[src/hdl/lemmq_pkg.sv]
`timescale 1ns / 1ps
// ----------------------------------------------------------------------------
// lemmq_pkg
// Shared types and codes of the line envelope min/max query block.
// ----------------------------------------------------------------------------
package lemmq_pkg;

   localparam int VAL_W   = 32;
   localparam int BEST_W  = 64;
   localparam int CSR_IDX_W = 2;

   // command codes
   localparam logic CMD_ADD   = 1'b0;
   localparam logic CMD_QUERY = 1'b1;

   // result status codes
   localparam logic [1:0] STATUS_OK     = 2'd0;
   localparam logic [1:0] STATUS_EMPTY  = 2'd1;
   localparam logic [1:0] STATUS_DOMAIN = 2'd2;
   localparam logic [1:0] STATUS_FULL   = 2'd3;

   // register indexes
   localparam logic [CSR_IDX_W-1:0] CSR_MODE_MAX = 2'd0;
   localparam logic [CSR_IDX_W-1:0] CSR_X_LEFT   = 2'd1;
   localparam logic [CSR_IDX_W-1:0] CSR_X_RIGHT  = 2'd2;

   typedef enum logic [3:0] {
      S_IDLE,
      S_A_READ,
      S_A_LOAD,
      S_A_EV0,
      S_A_EV1,
      S_A_EV2,
      S_A_EV3,
      S_A_LINK,
      S_A_WB,
      S_A_NEW,
      S_Q_READ,
      S_Q_LOAD,
      S_Q_EV0,
      S_Q_EV1,
      S_Q_EV2,
      S_RESP
   } ctrl_state_type;

   // which point of the interval an add compares at
   typedef enum logic [1:0] {
      PH_MID,
      PH_LO,
      PH_HI
   } phase_type;

endpackage

[src/hdl/lemmq_eval.sv]
`timescale 1ns / 1ps
// ----------------------------------------------------------------------------
// lemmq_eval
// Two-stage line evaluator: value = slope * x + intercept.
// ----------------------------------------------------------------------------
module lemmq_eval
   import lemmq_pkg::*;
(
   input  logic                     clock,
   input  logic signed [VAL_W-1:0]  slope,
   input  logic signed [VAL_W-1:0]  intercept,
   input  logic signed [VAL_W-1:0]  x,
   output logic signed [BEST_W-1:0] value
);

   logic signed [BEST_W-1:0] prod_ff;
   logic signed [VAL_W-1:0]  icpt_ff;
   logic signed [BEST_W-1:0] val_ff;

   // multiply stage, then add stage
   always_ff @(posedge clock) begin
      prod_ff <= slope * x;
      icpt_ff <= intercept;
      val_ff  <= prod_ff + BEST_W'(icpt_ff);
   end

   assign value = val_ff;

endmodule
[config.mk]
export PLATFORM = sky130hd
export DESIGN_NAME = lemmq_eval
export DESIGN_NICKNAME = d
export VERILOG_FILES = /design/src/hdl/lemmq_pkg.sv /design/src/hdl/lemmq_eval.sv
export SDC_FILE = /design/constraint.sdc
export NUM_CORES = 2
export LEC_CHECK = 0
export BUFFER_PORTS_ARGS = -buffer_cell sky130_fd_sc_hd__buf_4
export CORE_MARGIN = 2
export CORE_UTILIZATION = 60
export CTS_CLUSTER_SIZE = 24
export DETAILED_ROUTE_END_ITERATION = 6
export GPL_TIMING_DRIVEN = 0
export PLACE_DENSITY = 0.84
export SLEW_MARGIN = 20
export SYNTH_ARGS = -nofsm -noshare
export SYNTH_HDL_FRONTEND = slang
export SYNTH_SLANG_ARGS = --single-unit
[constraint.sdc]
create_clock -name clock -period 9.6 [get_ports clock]
set_clock_uncertainty 0.2 [all_clocks]
set_input_delay 1.44 -clock clock [delete_from_list [all_inputs] [get_ports clock]]
set_output_delay 1.44 -clock clock [all_outputs]
set_load 0.01 [all_outputs]
Word level (Yosys, flattened, before mapping):

Cells that the tools add are included.

* reductions and logical operators: 0
* add/sub/neg operators: 1
* shifts and indexed selects: 0
* mux-type cells: 0
* bitwise gates (word level): 0
* $mul: 1
* div/mod/pow operators: 0
* eq/ne operators: 0
* magnitude comparators: 0

Operators with widths (number)
* adder 64 x 32 -> 64 bit: 1
* multiplier 32 x 32 -> 64 bit: 1

* memories kept: 0
* logic and storage cells: 5
* bits in registers: 160
* input port bits: 97
* memory bits (read-only): 0
* memory bits (writable): 0
* bits in latches: 0

Depth between registers and ports, before layout:

* depth in word-level cells: 1
* depth in mapped cells: 29

Least setup slack after synthesis:

OpenSTA, ideal clock, no wires.

* path kind: in2reg
* start point: in slope[31]
* end point: reg prod_ff[57]
* data required time: 9305 ps
* arrival time: 8535 ps
* path buffers: 1
* setup time: 95 ps
* stages: 26
* path slack: 769 ps
* cell sequence: clkbuf_1 > nand2_1 > inv_1 > fa_1 > inv_1 > fa_1 > inv_1 > fa_1 > fa_1 > inv_1 > fa_1 > inv_1 > fa_1 > inv_1 > fa_1 > inv_1 > fa_1 > ha_1 > a21o_1 > a21o_1 > a21oi_1 > nor4b_1 > nor2_1 > a41oi_1 > nor2b_1 > o311ai_1

* longest elaborated chain between the ends: 1

Ends and longest elaborated chain
* start: declaration: RTL line lemmq_eval.sv:10 `input logic signed [VAL_W-1:0] slope,`
* multiplier 32 x 32 -> 64 bit: RTL line lemmq_eval.sv:22 `prod_ff <= slope * x;`
* end signal: assignment: RTL line lemmq_eval.sv:22
* end: declaration: RTL line lemmq_eval.sv:16 `logic signed [BEST_W-1:0] prod_ff;`

Every way passes these cells.

Worst setup path in the final report:

* start point: in x[16]
* end point: reg prod_ff[56]

* longest elaborated chain between the ends: 1

Ends and longest elaborated chain
* start: declaration: RTL line lemmq_eval.sv:12 `input logic signed [VAL_W-1:0] x,`
* multiplier 32 x 32 -> 64 bit: RTL line lemmq_eval.sv:22

Every way passes these cells.

==> results by stage <==
CTS:
- The level count of the clock H-tree is 4.
- Counting along the longest clock path gives a buffer depth of 2.
- CTS saw 160 sinks.
- The register clock-pin slew on the reported worst setup and hold paths is 0.08 ns.
- The number of clock buffers added by TritonCTS is 17.
- The root buffer cell chosen for the clock tree is clkbuf_16.
- TritonCTS built the clock tree.
- The clock reaches the later pin of the worst-skew pair after 0.45 ns.

Timing:
- The final-report max-slew violation count came to 0.
- The total of endpoints with negative setup slack in the final report is 0.
- The final-report hold violation count came to 0.
- The worst pin sits at a relative slew slack of 24.9%.
- The final critical-path setup slack is 0.0830 ns.
- The transition time at the pin with the least slew margin is 1.13 ns.
- The post-route worst hold slack is 0.271 ns.
- The minimum period implied by the final worst setup slack is 9.52 ns.
- Based on the critical path, the design can be clocked at up to 105 MHz.
- Of the available clock period, the critical path in the final layout requires 99.1%.

Yosys:
- The number of distinct library cell variants in the gate-level netlist after synthesis is 82.
- Synthesis inferred 160 register bits.
- Of the post-synthesis cell area, the part taken by muxes is 0.0720%.
- Summing the areas of all compound-gate instances in the mapped netlist gives 6.96% of the synthesized area.
- The synthesized netlist occupies a cell area of 43400 um2.
- For this run, asynchronously set or reset flops after synthesis account for 0%.
- The main combinational cell family by area after synthesis is adder cells.
- In this run the biggest area consumer among cell types represents 49.9% of the synthesized area.
- The count of warnings emitted by yosys is 0.
- The average instance area after synthesis is 9.39 um2.
- The synthesized netlist devotes 15.4% of its cell area to simple gates.
- Among all flip-flop cells after synthesis, the most frequent one is dfxtp_1.
- The cell type contributing the most total cell area after synthesis is fa_1.
- The synthesized netlist net count is 6049.
- In the post-synthesis netlist, the biggest area contributors are fa_1 (50%), inv_1 (8.4%), and2_1 (7.5%).
- The xor and xnor fraction of the mapped netlist area is 2.48%.
- The gate count of the mapped netlist is 4622.
- Summing the sequential cell areas from Yosys gives 7.38% of the chip area.
- The fraction of the mapped netlist area in adder cells is 57.0%.
- The number of enable flip-flop cells after synthesis is 0.

Cells and area:
- The area growth from synthesis to layout is 7.32%.
- Leaving out fill and tap cells, the most frequent cell in the layout is fa_1.
- The top cell types in the final layout, fill and taps aside, are fa_1 (1080), inv_1 (975), nand2_1 (556).
- The count of cells in the finished layout, fillers not included, comes to 5778.
- The post-route netlist has 6.35% of its cells at a drive strength greater than 1.
- The number of nets in the final layout is 6233.
- After filler insertion, the fill cell instance count of the layout stands at 5915.

Global route:
- The first global-routing pass estimated 217 mm of wire.
- The total grt overflow is 0.
- The number of antenna violations at the first check in global routing is 21.
- The pin count of the biggest net entering global routing is 34.
- The via count of the first global-routing pass is 36800.
- The total routing usage reported by global routing is 40.1%.

Die:
- The overall die height is 273 um.
- The die covers 74500 um2.
- Measured along the x axis, the die boundary spans 273 um.
- The total area inside the core boundary comes to 71600 um2.
- The I/O pin count is 161.
- Row generation in the floorplan step produced 98 rows.
- The effective utilization at floorplan is 60.6%.

Detailed routing:
- The detailed-routing iteration count for the pre-antenna-repair pass is 6.
- The mean number of vias per cell is 5.94.
- Once detail routing completed, the nets flagged for antenna violations numbered 0.
- The routed design has 142 mm of wire.
- The detailed router finished its first iteration with 3327 violations.
- In the routed design, unresolved DRC markers number 0.
- The overall via count from detail_route is 34300.
- The detail-routed net length per standard cell is 24.5 um.

Worst setup path:
- The destination of the worst register-to-register timing path is value[63].
- The worst setup path is launched from a primary input.
- The capturing instance or port of the critical path is prod_ff[56].
- The category of the critical setup timing path is primary input to flop.
- The data required time at the worst endpoint is 9.73 ns.
- Along the worst path, the maximum fanout reaches 10.
- In this run the register-to-register setup slack is 5.67 ns.
- The worst setup path is captured at a flop.
- For the worst flop-to-flop path, the logic depth is 11.
- For the worst setup path, the data arrival time is 9.65 ns.
- The critical register-to-register path startpoint is icpt_ff[18].
- Tracing the worst setup path back leads to its startpoint at x[16].

Placed design:
- Summed over all nets, the half-perimeter wirelength after detailed placement is 117 mm.
- The routability-driven placement congestion ratio is 1.07.
- Port buffering added 160 buffers.
- The worst setup slack before clock tree synthesis is -1.03 ns.
- Once placement completed, the tool counted placed cells totaling 5732.

Job:
- Max-cap violations in this run came to 0.

Status:
- The run finished with clean final reports.

Hold path:
- The path class of the tightest hold or removal check is flop to flop.
- Counting instances, the worst hold path has a depth of 1.
==> registers in the layout, summed over array words and instances, names as in the netlist <==
register and flops:
value 64, icpt_ff 32, prod_ff 64
==> logic make-up (layout without fill, tap and decap cells) <==
kind of cell / after synthesis / after routing
other cells: 0 / 9
simple gates: 1336 / 1336
xor+xnor: 123 / 123
fa+ha+maj: 1330 / 1330
mux: 3 / 3
buf+inv: 1222 / 1419
compound gates: 448 / 448
flops: 160 / 160
==> through the flow <==
step | setup TNS (ns) | cell area [um2] | utilization [%]
final | 0 | 46600 | 65.1
after global routing | -0.0238 | 46600 | 65.0
after CTS | 0 | 46400 | 64.8
after detailed placement | -10.01 | 45800 | 64.0
after global placement | -10.61 | 45800 | 64.0
after floorplan | 0 | 43400 | -
==> cell type report <==
type	instances	area, um2	share of cell area (%)
Sequential cell	160	3200	6.88
Multi-Input combinational cell	3240	35600	76.5
Tap cell	950	1190	2.55
Clock inverter	15	159	0.341
Inverter	977	3670	7.89
Clock buffer	17	425	0.913
Timing Repair Buffer	172	1290	2.77
Buffer	238	1000	2.15
Antenna cell	9	22.5	0.0483
==> layer usage <==
metal | up-vias | wire length, um | global-route usage, %
met1 | 17200 | 48500 | 48.8
met5 | - | 97 | 0
met4 | 8 | 13000 | 28.2
li1 | 14100 | - | -
met2 | 2277 | 63000 | 61.9
met3 | 649 | 17300 | 11.2
==> worst max-delay path: stages <==
cell and delay [ns]:
buf_4 0.14, clkbuf_1 0.76, and2_1 0.25, fa_1 0.43, fa_1 0.53, inv_1 0.05, fa_1 0.41, fa_1 0.53
fa_1 0.59, inv_1 0.06, fa_1 0.51, fa_1 0.44, fa_1 0.67, ha_1 0.28, buf_2 0.16, and3_1 0.21
a211o_1 0.29, o31ai_1 0.28, a21oi_1 0.15, a2111oi_2 0.63, o21ai_1 0.20, a31oi_2 0.35, o21bai_1 0.14, xor2_1 0.15
==> cells in the mapped netlist, types with 5 or more instances <==
library cell and instances:
nor3_1 18, nand3_1 30, dfxtp_1 160, nand2_1 556, a311oi_1 8, clkbuf_1 233
a211o_1 7, xor2_1 51, nand4_1 28, o31ai_1 11, buf_2 7, and2_1 522
a21oi_1 136, ha_1 247, a21o_1 81, a31oi_1 11, or3_1 6, o21a_1 20
fa_1 1083, nor2_1 97, nand2b_1 20, o21ai_0 63, and4_1 5, o21bai_1 23
o211ai_1 9, a211oi_1 16, nor2b_1 16, xnor2_1 72, and3_1 20, o2111ai_1 5
inv_1 976
==> how the worst min path moves through the flow <==
stage / startpoint / to / slack (ns)
after floorplan: icpt_ff[0] / value[0] / 0.22
after global placement: icpt_ff[0] / value[0] / 0.23
after detailed placement: icpt_ff[0] / value[0] / 0.26
after CTS: icpt_ff[0] / value[0] / 0.28
after global routing: icpt_ff[0] / value[0] / 0.29
final: prod_ff[0] / value[0] / 0.27
==> repair_timing <==
item	CTS	global route
hold buffers	0	0
gates cloned	0	0
setup endpoints to repair	11	19
pin swaps	0	1
resized for setup	5	147
setup buffers	0	12
Power is left out: the tool's default activity adds up to more than one toggle a clock period on the data nets, which glitch-free logic cannot reach.
